--- config.mk ---
export PLATFORM = sky130hd
export DESIGN_NAME = sbc_front
export DESIGN_NICKNAME = d
export VERILOG_FILES = /design/src/sbc_pkg.sv /design/src/sbc_front.sv
export SDC_FILE = /design/constraint.sdc
export NUM_CORES = 1
export LEC_CHECK = 0
export ABC_CLOCK_PERIOD_IN_PS = 5200
export BUFFER_PORTS_ARGS = -buffer_cell sky130_fd_sc_hd__buf_2
export CAP_MARGIN = 10
export CORE_AREA = 4 4 76 78
export DETAILED_ROUTE_END_ITERATION = 12
export DIE_AREA = 0 0 80 82
export HOLD_SLACK_MARGIN = 0.03
export PLACE_DENSITY_LB_ADDON = 0.3
export SLEW_MARGIN = 20
export SYNTH_ARGS = -nofsm -noshare
export SYNTH_HDL_FRONTEND = slang
export SYNTH_SLANG_ARGS = --single-unit
--- constraint.sdc ---
create_clock -name i_clk -period 5.2 [get_ports i_clk]
set_input_delay 1.04 -clock i_clk [delete_from_list [all_inputs] [get_ports i_clk]]
set_output_delay 1.04 -clock i_clk [all_outputs]
set_load 0.01 [all_outputs]
--- src/sbc_pkg.sv ---
`default_nettype none
package sbc_pkg;

    // cache geometry
    localparam int ENTRIES     = 64;
    localparam int SECTOR_BITS = 32;

    // fixed field widths at the ports
    localparam int MODE_W         = 2;
    localparam int SECTOR_FIELD_W = 32;
    localparam int SLOT_FIELD_W   = 6;

    // derived widths
    localparam int SLOT_W = $clog2(ENTRIES);
    localparam int TAG_W  = (SECTOR_BITS < SECTOR_FIELD_W) ? SECTOR_BITS : SECTOR_FIELD_W;

    // request queue between front and back
    localparam int QUEUE_DEPTH = 2;
    localparam int QPTR_W      = (QUEUE_DEPTH > 1) ? $clog2(QUEUE_DEPTH) : 1;
    localparam int QCNT_W      = $clog2(QUEUE_DEPTH + 1);

    // request mode codes
    localparam logic [MODE_W-1:0] MODE_READ      = 2'd0;
    localparam logic [MODE_W-1:0] MODE_WRITE     = 2'd1;
    localparam logic [MODE_W-1:0] MODE_FLUSH_ONE = 2'd2;
    localparam logic [MODE_W-1:0] MODE_FLUSH_ALL = 2'd3;

    typedef logic [ENTRIES-1:0] t_vec;
    typedef logic [SLOT_W-1:0]  t_idx;
    typedef logic [TAG_W-1:0]   t_tag;

    typedef enum logic [1:0] {
        OP_READ,
        OP_WRITE,
        OP_FLUSH_ONE,
        OP_FLUSH_ALL
    } t_op;

    // classified request handed from front to back
    typedef struct packed {
        t_op  op;
        t_tag tag;
    } t_req;

    typedef enum logic [1:0] {
        BK_IDLE,
        BK_CMP,
        BK_DEC,
        BK_WALK
    } t_back_state;

    typedef struct packed {
        logic found;
        t_idx idx;
    } t_find;

    // result waiting for the tag read before it goes out
    typedef struct packed {
        logic valid;
        t_idx slot;
        logic hit;
        logic fill;
        logic wb;
        logic last;
    } t_pend;

    // lowest set bit
    function automatic t_find first_set(input t_vec vec);
        t_find res;
        res = '0;
        for (int i = ENTRIES - 1; i >= 0; i--) begin
            if (vec[i]) begin
                res.found = 1'b1;
                res.idx   = t_idx'(i);
            end
        end
        return res;
    endfunction

    // round-robin successor of a slot
    function automatic t_idx next_slot(input t_idx idx);
        t_idx res;
        if (idx == t_idx'(ENTRIES - 1)) begin
            res = '0;
        end else begin
            res = idx + t_idx'(1);
        end
        return res;
    endfunction

endpackage
`default_nettype wire

--- src/sbc_front.sv ---
`default_nettype none
module sbc_front import sbc_pkg::*; (
    input  logic                      i_clk,
    input  logic                      i_rst_n,
    input  logic                      start,
    output logic                      busy,
    input  logic [MODE_W-1:0]         i_mode,
    input  logic [SECTOR_FIELD_W-1:0] i_sector,
    input  logic                      i_pop,
    output logic                      o_req_valid,
    output t_req                      o_req
);

    t_req              r_q [QUEUE_DEPTH];
    logic [QPTR_W-1:0] r_wr, n_wr;
    logic [QPTR_W-1:0] r_rd, n_rd;
    logic [QCNT_W-1:0] r_cnt, n_cnt;
    logic              push;
    logic              pop;
    t_req              item;

    function automatic logic [QPTR_W-1:0] qnext(input logic [QPTR_W-1:0] p);
        logic [QPTR_W-1:0] res;
        if (p == QPTR_W'(QUEUE_DEPTH - 1)) begin
            res = '0;
        end else begin
            res = p + QPTR_W'(1);
        end
        return res;
    endfunction

    // classify the request
    always_comb begin
        case (i_mode)
            MODE_READ:      item.op = OP_READ;
            MODE_WRITE:     item.op = OP_WRITE;
            MODE_FLUSH_ONE: item.op = OP_FLUSH_ONE;
            MODE_FLUSH_ALL: item.op = OP_FLUSH_ALL;
            default:        item.op = OP_FLUSH_ALL;
        endcase
        item.tag = t_tag'(i_sector);
    end

    assign busy        = (r_cnt == QCNT_W'(QUEUE_DEPTH));
    assign push        = start && !busy;
    assign o_req_valid = (r_cnt != '0);
    assign pop         = i_pop && o_req_valid;
    assign o_req       = r_q[r_rd];

    always_comb begin
        n_wr  = push ? qnext(r_wr) : r_wr;
        n_rd  = pop ? qnext(r_rd) : r_rd;
        n_cnt = r_cnt;
        if (push && !pop) begin
            n_cnt = r_cnt + QCNT_W'(1);
        end else if (pop && !push) begin
            n_cnt = r_cnt - QCNT_W'(1);
        end
    end

    always_ff @(posedge i_clk) begin
        if (!i_rst_n) begin
            r_wr  <= '0;
            r_rd  <= '0;
            r_cnt <= '0;
        end else begin
            r_wr  <= n_wr;
            r_rd  <= n_rd;
            r_cnt <= n_cnt;
        end
    end

    always_ff @(posedge i_clk) begin
        if (push) begin
            r_q[r_wr] <= item;
        end
    end

endmodule
`default_nettype wire

# Yosys cells after proc, flatten, opt, wreduce, memory -nomap -nowiden
# Memories as Yosys holds them, arrays and structs flattened. A register that Yosys moved wholly into a read port is not among the register bits.
# Cells that the tools add are included.
# totals
rom_bits	0
wordCells	31
latch_bits	0
n_memories	1
output_inout_bits	36
ram_bits	68
input_bits	38
register_bits	4
# classes
addsub	4
shift	0
eq_ne	4
bitwise	0
mul	0
n_div	0
n_reduce_logical	10
n_mux	9
order_cmp	0
# mem_list
memory	words	word_bits	read_ports	rd_ports_with_merged_regs	write_ports	line_no	rtl
r_q	2	34	1	1	1	sbc_front.sv:14	t_req r_q [QUEUE_DEPTH];
# ops
op	count
2-bit one-hot mux with 4 select lines	1
2-bit equality test (second input constant)	3
1-bit two-way mux	6
1-bit logical AND	4
2-bit two-way mux	2
2-bit nonzero test	2
1-bit zero test	3
1-bit adder (second input constant)	2
2-bit by 1-bit adder with 2-bit output (second input constant)	1
2-bit by 1-bit equality test with 1-bit output (second input constant)	1
2-bit zero test	1
2-bit by 1-bit subtractor with 2-bit output (second input constant)	1

# Longest topological paths before layout
# Gate-level depths: netlist of the first run.
# logic_depth
ltp_word	7
ltp_mapped	7
depth_no_buf	7

# Worst setup path before layout of the first run
# No wires, ideal clock.
# synth_timing
path_type	input to register
start	in start
end	mem r_q[0][0] in the netlist's numbering (enable)
t_arrival_ps	2491
path_stages	2
required_ps	4779
setup_time_ps	421
n_path_buf	0
path_slack_ps	2288
path_cell_list	inv_1 nor3_2
# synth_between
elab_chain_cells	3
# synth_lines
element	line_no	rtl
start, declared	sbc_front.sv:5	input logic start,
1-bit logical AND	sbc_front.sv:45	assign push = start && !busy;
1-bit two-way mux	sbc_front.sv:74	if (push) begin
1-bit two-way mux (not written as such)	sbc_front.sv:75	r_q[r_wr] <= item;
end, declared	sbc_front.sv:14	
# No other way between the ends.

==> results of run 1 <==
[synth_stat cells]
library cell / count
a21boi_0: 1
a21boi_1: 1
and2_1: 3
and3_1: 1
buf_2: 1
buf_4: 3
clkbuf_1: 2
dfxtp_1: 5
edfxtp_1: 68
ha_1: 1
inv_1: 1
inv_2: 1
mux2_2: 34
nand2b_1: 1
nor2_1: 1
nor3_2: 1
o21a_1: 1
o21ai_0: 1
o21ai_1: 1
or2_2: 1
or3_1: 1
xnor2_1: 2
xor2_1: 1
[state kept, by name, indices dropped and copies added (netlist names), named ones only]
name	flops
r_q	68
r_cnt	2
r_rd	1
r_wr	1
[worst register-to-register path, delay by kind of cell (launching register included)]
family	cells	cell delay, ns
AO/OA/AOI/OAI	1	0.15
adder cells (fa/ha/maj)	1	0.27
buffers and inverters	1	0.07
flip-flops	1	0.43
AND/OR/NAND/NOR	3	0.63
[per-layer routing]
layer	part of all wire [%]	vias up
li1	-	672
met1	39	671
met2	51	47
met3	8.1	8
met4	2.0	0
met5	0	-
[cell type report]
cell class	instances	area share (%)
clock buffer	11	3.96
timing repair buffer	76	11.7
inverter	2	0.226
clock inverter	4	1.36
multi-input combinational	52	15.6
sequential	73	64.5
tap	70	2.64
[stage by stage]
step           setup slack [ns]  power, mW  hold slack [ns]  std cells  cell area (µm²)
2_1_floorplan              2.29       1.05            0.479        133             2700
3_3_place_gp               2.55       1.19            0.490        273             3140
3_5_place_dp               2.50       1.20            0.523        273             3140
4_1_cts                    2.13       1.61            0.541        288             3320
5_1_grt                    2.05       1.67            0.571        288             3320
6_report                   2.17       1.58            0.552        288             3320
[final timing paths]
kind / from / endpoint / cells past startpoint
setup reg to reg: r_cnt[0] / r_cnt[1] / 6
hold / removal: r_cnt[1] / r_cnt[1] / 2
hold reg to reg: r_cnt[1] / r_cnt[1] / 2
setup / recovery: flop / o_req[9] / 3
[report_power, final]
part | switching, mW | internal, mW
clock network | 0.183 | 0.217
logic | 0.202 | 0.199
registers | 0.0404 | 0.740
total | 0.426 | 1.16
[cell families after synthesis]
logic type | count (synthesis) | synth area share (%)
xor+xnor | 3 | 0.975
mux | 34 | 14.2
fa+ha+maj | 1 | 0.464
flops | 73 | 79.4
simple gates | 9 | 2.14
buf+inv | 8 | 1.58
compound gates | 5 | 1.21
==> key figures, run 1 <==
Global routing
  • GR Layer Usage met3: 6.69%
  • Met2 Usage GRT: 24.3%
  • First-pass GRT wire length: 6770 µm
  • Total GRT Usage: 14.8%
  • GRT Max-Usage Layer: met2
  • GRT Residual Overflow: 0
  • GR Layer Usage met1: 15.4%
  • Largest net degree at the start of global routing: 35
  • Initial antenna violation count: 0
  • Vias in the first global route: 1452

Clocking
  • Post CTS Setup Buffer Count: 0
  • CTS tree: built
  • Cts repair resizes: 0
  • Clock Tree Root: clkbuf_8
  • Hold buffer count at CTS: 0
  • Worst skew pair latency: 0.33 ns
  • Clk sink count: 73
  • H-Tree Depth: 3
  • CTS Buffer Depth: 2
  • Clock slew at reported path FFs: 0.07 ns
  • Inserted Clock Buffers: 9

Routing
  • DRT antenna net count: 0
  • Number of remaining DRC errors: 0
  • Drt first-iter violations: 115
  • DR WL/cell: 15.9 µm
  • Via count: 1398
  • First-pass DRT Iterations: 4
  • Drt total wl: 4580 µm
  • Via density per instance: 4.85

STA
  • Skew final: 0.00728 ns
  • Final Max Tran Viols: 0
  • Tcrit/Tclk final: 58.2%
  • Worst-margin pin slew: 0.621 ns
  • Fin crit period: 3.03 ns
  • Final setup fails: 0
  • FMAX: 330 MHz
  • Hold Fails Final Rpt: 0
  • Rel. slew slack: 58.5%
  • RSZ-0062 raised after global routing: no
  • Total negative slack: 0 ns

Worst setup path
  • Crit. End Element: output port
  • Worst-path maximum fanout: 20
  • Crit path cell chain: buf_4 -> mux2_2 -> buf_2
  • Delay-heaviest family, CP: flip-flops
  • CP max stage delay: 0.72 ns
  • CP Launch Type: flop
  • R2r setup slk: 3.59 ns
  • Setup CP Type: flop to output port
  • Critical path arrival: 1.99 ns
  • Critical-path top delay cell: dfxtp_1
  • Crit path buf inv count: 2
  • CP required: 4.16 ns

Layout
  • Area Overhead vs Synth: 23.1%
  • Diodes inserted: 0
  • Layout cells sized above 1: 57.8%
  • Commonest non-fill, non-tap cell in the layout: buf_2
  • Fin util: 65.4%
  • Area of the multi-input gates: 518 µm²
  • Most frequent cells in the layout: buf_2, edfxtp_1, mux2_2
  • Filler instances: 389
  • Reg area: 2140 µm²
  • Nets: 253

Synth
  • Syn_nets: 172
  • Synthesis warning total: 0
  • Synth Instances: 133
  • Register bit total from synthesis: 73
  • Post-synthesis cell area: 2700 µm²
  • Area leader, netlist: edfxtp_1
  • Top cell type's share of synthesized area: 75.7%
  • Number of library cell types mapped by synthesis: 23
  • Sequential-to-total area share from yosys stat: 79.4%
  • Largest cells by area after synthesis: edfxtp_1, mux2_2, dfxtp_1
  • Mapped Avg Cell Area: 20.3 µm²

Floorplanning
  • Die height: 82 µm
  • Die Width: 80 µm
  • Ports: 74
  • Core Footprint: 5070 µm²
  • Rows: 26
  • Total Die Area: 6560 µm²
  • Initial Utilization: 53.1%

Status
  • Status: finished clean

Power
  • Cell Pwr Density: 477 nW/µm²
  • Max IR drop VDD: 0.239 mV
  • Leak: 1.26 nW

Place
  • DP Wirelength: 3160 µm
  • RePlAce Congestion: 0.732
  • Port bufs: 73

Job
  • Max_cap viols: 0

Min path
  • Hold Crit Class: flop to flop
Power figures use the tool's default switching activity.
==> inputs of run 2 (changes only) <==
--- a/config.mk
+++ b/config.mk
@@ -5,12 +5,12 @@
 export SDC_FILE = /design/constraint.sdc
 export NUM_CORES = 1
 export LEC_CHECK = 0
-export ABC_CLOCK_PERIOD_IN_PS = 5200
+export ABC_CLOCK_PERIOD_IN_PS = 2900
 export BUFFER_PORTS_ARGS = -buffer_cell sky130_fd_sc_hd__buf_2
 export CAP_MARGIN = 10
-export CORE_AREA = 4 4 76 78
+export CORE_AREA = 4 4 78 80
 export DETAILED_ROUTE_END_ITERATION = 12
-export DIE_AREA = 0 0 80 82
+export DIE_AREA = 0 0 82 84
 export HOLD_SLACK_MARGIN = 0.03
 export PLACE_DENSITY_LB_ADDON = 0.3
 export SLEW_MARGIN = 20
==> constraint.sdc (replaced) <==
create_clock -name i_clk -period 2.9 [get_ports i_clk]
set_input_delay 0.58 -clock i_clk [delete_from_list [all_inputs] [get_ports i_clk]]
set_output_delay 0.58 -clock i_clk [all_outputs]
set_load 0.01 [all_outputs]
==> run 2 against run 1 <==
Net effect: die area grew 5.0%; final cell count grew 1.4%; total power grew 81%; highest routed layer unchanged.
==> key figures, run 2 (synthesized netlist as in run 1, its figures left out) <==
Status
  • Status: finished clean (unchanged)

Floorplanning
  • Rows: 27 (was 26)
  • Total Die Area: 6890 µm² (was 6560 µm²)
  • Die Width: 82 µm (was 80 µm)
  • Die height: 84 µm (was 82 µm)
  • Initial Utilization: 49.9% (was 53.1%)
  • Core Footprint: 5410 µm² (was 5070 µm²)
  • Ports: 74 (unchanged)

Worst setup path
  • CP endpoint: o_req[21] (was o_req[9])
  • Setup CP Type: flop to output port (unchanged)
  • Crit. End Element: output port (unchanged)
  • R2r setup slk: 1.24 ns (was 3.59 ns)
  • CP required: 2.32 ns (was 4.16 ns)
  • CP max stage delay: 0.38 ns (was 0.72 ns)
  • Crit path cell chain: buf_4 -> mux2_2 -> buf_2 (unchanged)
  • Critical path arrival: 1.44 ns (was 1.99 ns)
  • CP Launch Type: flop (unchanged)
  • Worst-path maximum fanout: 19 (was 20)
  • Worst r2r src: r_cnt[0] (unchanged)
  • Delay-heaviest family, CP: buffers and inverters (was flip-flops)
  • Crit path depth: 3 (unchanged)
  • Critical-path top delay cell: mux2_2 (was dfxtp_1)
  • R2R depth: 6 (unchanged)
  • Crit path buf inv count: 2 (unchanged)
  • Reg2reg end: r_cnt[1] (unchanged)

Clocking
  • Clock Tree Root: clkbuf_8 (unchanged)
  • H-Tree Depth: 3 (unchanged)
  • Post CTS Setup Buffer Count: 0 (unchanged)
  • CTS Buffer Depth: 2 (unchanged)
  • Hold buffer count at CTS: 0 (unchanged)
  • Inserted Clock Buffers: 9 (unchanged)
  • Cts repair resizes: 0 (unchanged)
  • Worst skew pair latency: 0.33 ns (about the same)
  • Clk sink count: 73 (unchanged)
  • Clock slew at reported path FFs: 0.07 ns (about the same)
  • CTS tree: built (unchanged)

Routing
  • Via count: 1417 (was 1398)
  • DR WL/cell: 15.8 µm (was 15.9 µm)
  • Drt total wl: 4620 µm (was 4580 µm)
  • Number of remaining DRC errors: 0 (unchanged)
  • First-pass DRT Iterations: 5 (was 4)
  • Drt first-iter violations: 78 (was 115)
  • Via density per instance: 4.85 (about the same)
  • DRT antenna net count: 0 (unchanged)

STA
  • Skew final: 0.00452 ns (was 0.00728 ns)
  • Rel. slew slack: 69.0% (was 58.5%)
  • Final Max Tran Viols: 0 (unchanged)
  • Hold Fails Final Rpt: 0 (unchanged)
  • Final setup fails: 0 (unchanged)
  • Worst-margin pin slew: 0.466 ns (was 0.621 ns)
  • RSZ-0062 raised after global routing: no (unchanged)
  • WHS: 0.441 ns (was 0.552 ns)
  • Tcrit/Tclk final: 69.7%
  • FMAX: 494 MHz
  • Total negative slack: 0 ns (unchanged)
  • Fin crit period: 2.02 ns

Layout
  • Nets: 254 (was 253)
  • Area of the multi-input gates: 518 µm² (unchanged)
  • Diodes inserted: 0 (unchanged)
  • Filler instances: 451 (was 389)
  • Layout cells sized above 1: 58.6% (was 57.8%)
  • Reg area: 2140 µm² (unchanged)
  • Max reg flops: 68 (unchanged)
  • Commonest non-fill, non-tap cell in the layout: buf_2 (unchanged)
  • Biggest regs: r_q: 68 flops, r_cnt: 2 flops (unchanged)
  • Largest reg by FF count: r_q (unchanged)
  • Most frequent cells in the layout: buf_2, edfxtp_1, mux2_2 (unchanged)
  • Area Overhead vs Synth: 23.8% (was 23.1%)

Global routing
  • Vias in the first global route: 1578 (was 1452)
  • Total GRT Usage: 14.6% (was 14.8%)
  • Initial antenna violation count: 0 (unchanged)
  • First-pass GRT wire length: 7360 µm (was 6770 µm)
  • GRT Residual Overflow: 0 (unchanged)
  • Largest net degree at the start of global routing: 36 (was 35)

Place
  • Port bufs: 73 (unchanged)
  • RePlAce Congestion: 0.645 (was 0.732)
  • DP Wirelength: 3140 µm (was 3160 µm)

Job
  • Max_cap viols: 0 (unchanged)

Min path
  • Hold Crit Class: input port to flop (was flop to flop)
  • Worst Hold Depth: 1 (was 2)

Power
  • Max IR drop VDD: 0.470 mV (was 0.239 mV)
  • Cell Pwr Density: 858 nW/µm² (was 477 nW/µm²)
  • Leak: 1.27 nW (was 1.26 nW)
## run 2: area by class of cell
type                       instances  share of cell area [%]
tap                               72                    2.70
inverter                           2                   0.225
clock buffer                       9                    3.71
clock inverter                     7                    1.84
sequential                        73                    64.2
multi-input combinational         52                    15.5
timing repair buffer              77                    11.8
## run 2: routing by layer
layer / wire [µm] / GRT usage [%] / up-vias
li1: - / - / 676
met1: 1760 / 15.8 / 677
met2: 2440 / 24.6 / 58
met3: 347 / 5.72 / 6
met4: 70 / 6.65 / 0
met5: 0 / 0 / -
## run 2: worst min path at each step
stage                       to         start
floorplan             r_cnt[1]      r_cnt[1]
detailed placement    r_cnt[1]      r_cnt[1]
global placement      r_cnt[1]      r_cnt[1]
finish               r_q[0][9]   i_sector[9]
CTS                 r_q[1][30]  i_sector[30]
global route         r_q[1][9]   i_sector[9]
## run 2: power breakdown
part | switching (mW) | internal (mW)
Sequential | 0.0473 | 1.33
Clock | 0.348 | 0.388
Combinational | 0.390 | 0.364
Total | 0.786 | 2.08
## run 2: worst register-to-register path, delay by kind of cell (launching register included)
family	cells	cell delay, ns
compound gates	1	0.15
fa+ha+maj	1	0.27
buf+inv	1	0.07
flops	1	0.43
simple gates	3	0.67
## run 2: metrics by stage
| stage | util, % | setup WS [ns] | total power [mW] | cells | area [µm²] |
|---|---|---|---|---|---|
| 2_1_floorplan | - | 0.448 | 1.89 | 133 | 2700 |
| 3_5_place_dp | 58.3 | 1.11 | 2.17 | 276 | 3150 |
| 6_report | 61.8 | 0.878 | 2.86 | 292 | 3340 |
| 4_1_cts | 61.8 | 0.841 | 2.90 | 292 | 3340 |
| 5_1_grt | 61.8 | 0.798 | 3.03 | 292 | 3340 |
| 3_3_place_gp | 58.3 | 1.20 | 2.13 | 276 | 3150 |
==> inputs of run 3 (changes only) <==
--- a/config.mk
+++ b/config.mk
@@ -5,12 +5,12 @@
 export SDC_FILE = /design/constraint.sdc
 export NUM_CORES = 1
 export LEC_CHECK = 0
-export ABC_CLOCK_PERIOD_IN_PS = 2900
+export ABC_CLOCK_PERIOD_IN_PS = 1700
 export BUFFER_PORTS_ARGS = -buffer_cell sky130_fd_sc_hd__buf_2
 export CAP_MARGIN = 10
-export CORE_AREA = 4 4 78 80
+export CORE_AREA = 4 4 82 84
 export DETAILED_ROUTE_END_ITERATION = 12
-export DIE_AREA = 0 0 82 84
+export DIE_AREA = 0 0 86 88
 export HOLD_SLACK_MARGIN = 0.03
 export PLACE_DENSITY_LB_ADDON = 0.3
 export SLEW_MARGIN = 20
==> constraint.sdc (replaced) <==
create_clock -name i_clk -period 1.7 [get_ports i_clk]
set_input_delay 0.34 -clock i_clk [delete_from_list [all_inputs] [get_ports i_clk]]
set_output_delay 0.34 -clock i_clk [all_outputs]
set_load 0.01 [all_outputs]
==> run 3 against run 2 <==
Net effect: the run now ends with negative setup slack left; total power is 86% higher; critical path depth stayed put; hold slack worse by 0.25 ns; combinational power is 130% higher; highest routed layer unchanged; design area is 7.8% higher; clock power is 66% higher; die area is 9.9% higher; clock skew is 0.0036 ns higher.
==> key figures, run 3 (synthesized netlist as in run 1, its figures left out) <==
Status
  • Status: finished, violations left (was finished clean)
  • Failing checks: negative setup slack

Layout
  • Diodes inserted: 0 (unchanged)
  • Reg area: 2150 µm² (was 2140 µm²)
  • Finished layout cell area: 3600 µm² (was 3340 µm²)
  • Area Overhead vs Synth: 33.5% (was 23.8%)
  • Commonest non-fill, non-tap cell in the layout: edfxtp_1 (was buf_2)
  • Biggest regs: r_q: 68 flops, r_cnt: 2 flops (unchanged)
  • Layout cells sized above 1: 59.5% (was 58.6%)
  • Nets: 255 (was 254)
  • Max reg flops: 68 (unchanged)
  • Filler instances: 459 (was 451)
  • Area of the multi-input gates: 594 µm² (was 518 µm²)
  • Most frequent cells in the layout: edfxtp_1, buf_2, buf_6 (was buf_2, edfxtp_1, mux2_2)
  • Fin util: 60.8% (was 61.8%)
  • Largest reg by FF count: r_q (unchanged)

Worst setup path
  • R2R depth: 6 (unchanged)
  • CP endpoint: o_req[27] (was o_req[21])
  • CP max stage delay: 0.39 ns (was 0.38 ns)
  • Critical path arrival: 1.38 ns (was 1.44 ns)
  • CP required: 1.36 ns (was 2.32 ns)
  • Crit path cell chain: buf_12 -> mux2_2 -> buf_2 (was buf_4 -> mux2_2 -> buf_2)
  • Worst r2r src: r_cnt[1] (was r_cnt[0])
  • Worst-path maximum fanout: 17 (was 19)
  • Setup CP Type: flop to output port (unchanged)
  • Reg2reg end: r_cnt[1] (unchanged)
  • Crit. End Element: output port (unchanged)
  • R2r setup slk: 0.19 ns (was 1.24 ns)
  • Critical-path top delay cell: dfxtp_4 (was mux2_2)
  • CP Launch Type: flop (unchanged)

Routing
  • Number of remaining DRC errors: 0 (unchanged)
  • Drt first-iter violations: 31 (was 78)
  • First-pass DRT Iterations: 2 (was 5)
  • Drt total wl: 4900 µm (was 4620 µm)
  • Via count: 1403 (was 1417)
  • DR WL/cell: 16.6 µm (was 15.8 µm)
  • DRT antenna net count: 0 (unchanged)
  • Via density per instance: 4.76 (was 4.85)

STA
  • Final setup margin: -0.0154 ns (was 0.878 ns)
  • Final setup fails: 16 (was 0)
  • Hold Fails Final Rpt: 0 (unchanged)
  • Rel. slew slack: 85.3% (was 69.0%)
  • Tcrit/Tclk final: 101%
  • RSZ-0062 raised after global routing: yes (was no)
  • WHS: 0.196 ns (was 0.441 ns)
  • Worst-margin pin slew: 0.219 ns (was 0.466 ns)
  • Final Max Tran Viols: 0 (unchanged)
  • Skew final: 0.00817 ns (was 0.00452 ns)
  • FMAX: 583 MHz
  • Fin crit period: 1.72 ns

Job
  • Max_cap viols: 0 (unchanged)

Place
  • RePlAce Congestion: 0.642 (was 0.645)
  • DP Wirelength: 3060 µm (was 3140 µm)
  • Placed cell area: 3210 µm² (was 3150 µm²)
  • Port bufs: 73 (unchanged)

Floorplanning
  • Initial Utilization: 45.5% (was 49.9%)
  • Core Footprint: 5920 µm² (was 5410 µm²)
  • Total Die Area: 7570 µm² (was 6890 µm²)
  • Rows: 28 (was 27)
  • Ports: 74 (unchanged)
  • Die Width: 86 µm (was 82 µm)
  • Die height: 88 µm (was 84 µm)

Global routing
  • First-pass GRT wire length: 7340 µm (was 7360 µm)
  • Largest net degree at the start of global routing: 35 (was 36)
  • Total GRT Usage: 13.4% (was 14.6%)
  • GRT Residual Overflow: 0 (unchanged)
  • Initial antenna violation count: 0 (unchanged)
  • Vias in the first global route: 1494 (was 1578)

Clocking
  • Hold buffer count at CTS: 0 (unchanged)
  • CTS tree: built (unchanged)
  • Clk sink count: 73 (unchanged)
  • Inserted Clock Buffers: 9 (unchanged)
  • Clock Tree Root: clkbuf_8 (unchanged)
  • Post CTS Setup Buffer Count: 0 (unchanged)
  • Worst skew pair latency: 0.33 ns (about the same)
  • Clock slew at reported path FFs: 0.07 ns (about the same)
  • H-Tree Depth: 3 (unchanged)
  • CTS Buffer Depth: 2 (unchanged)

Power
  • Cell Pwr Density: 1480 nW/µm² (was 858 nW/µm²)
  • Max IR drop VDD: 0.937 mV (was 0.470 mV)
  • Leak: 1.39 nW (was 1.27 nW)

Min path
  • Hold Crit Class: input port to flop (unchanged)
## run 3: cell count changes in the layout (fill, tap and decap cells not counted), sizes merged
| cell | delta |
|---|---|
| buf | +1 |
| clkbuf | +1 |
| clkinv | -1 |
| clkinvlp | -1 |
## run 3: worst max-delay path, delay by kind of cell (launching register included)
family | cells | cell delay, ns
flops | 1 | 0.39
mux | 1 | 0.35
buf+inv | 2 | 0.31
## run 3: where the power goes
| group | internal, mW | switching (mW) |
|---|---|---|
| logic | 0.972 | 0.754 |
| registers | 2.27 | 0.105 |
| clock network | 0.655 | 0.560 |
## run 3: metrics by stage
step	setup WS, ns	setup TNS (ns)	std cells	total power [mW]
final	-0.0154	-0.108	295	5.32
after global routing	-0.0715	-1.59	295	5.58
after CTS	-0.0359	-0.746	295	5.16
after detailed placement	0.173	0	279	3.78
after global placement	0.225	0	279	3.76
after floorplan	-0.134	-4.58	133	3.25
## run 3: worst min-delay path by stage
| stage | endpoint | from | cells past startpoint |
|---|---|---|---|
| finish | r_q[0][26] | i_sector[26] | 1 |
| global route | r_q[0][8] | i_sector[8] | 1 |
| CTS | r_q[1][23] | i_sector[23] | 1 |
| detailed placement | r_q[1][25] | i_sector[25] | 1 |
| global placement | r_q[0][11] | i_sector[11] | 1 |
| floorplan | r_q[0][0] | i_sector[0] | 0 |
## run 3: repair_timing
action                     CTS  global route
setup endpoints to repair   34            34
gates cloned                 1             0
resized for setup           10            29
## run 3: layout make-up
| cell class | count | share of cell area, % |
|---|---|---|
| Sequential cell | 73 | 59.6 |
| Inverter | 2 | 0.278 |
| Tap cell | 75 | 2.61 |
| Clock inverter | 5 | 1.32 |
| Multi-Input combinational cell | 52 | 16.5 |
| Clock buffer | 10 | 3.55 |
| Timing Repair Buffer | 78 | 16.1 |
## run 3: routing by layer
metal  wire, µm  vias up  global-route usage (%)  share of wire, %
met3        283        8                    3.57               5.8
met5          0        -                       0                 0
met4         74        0                    7.77               1.5
met1       1900      680                    15.1                39
li1           -      678                       -                 -
met2       2650       37                    22.8                54
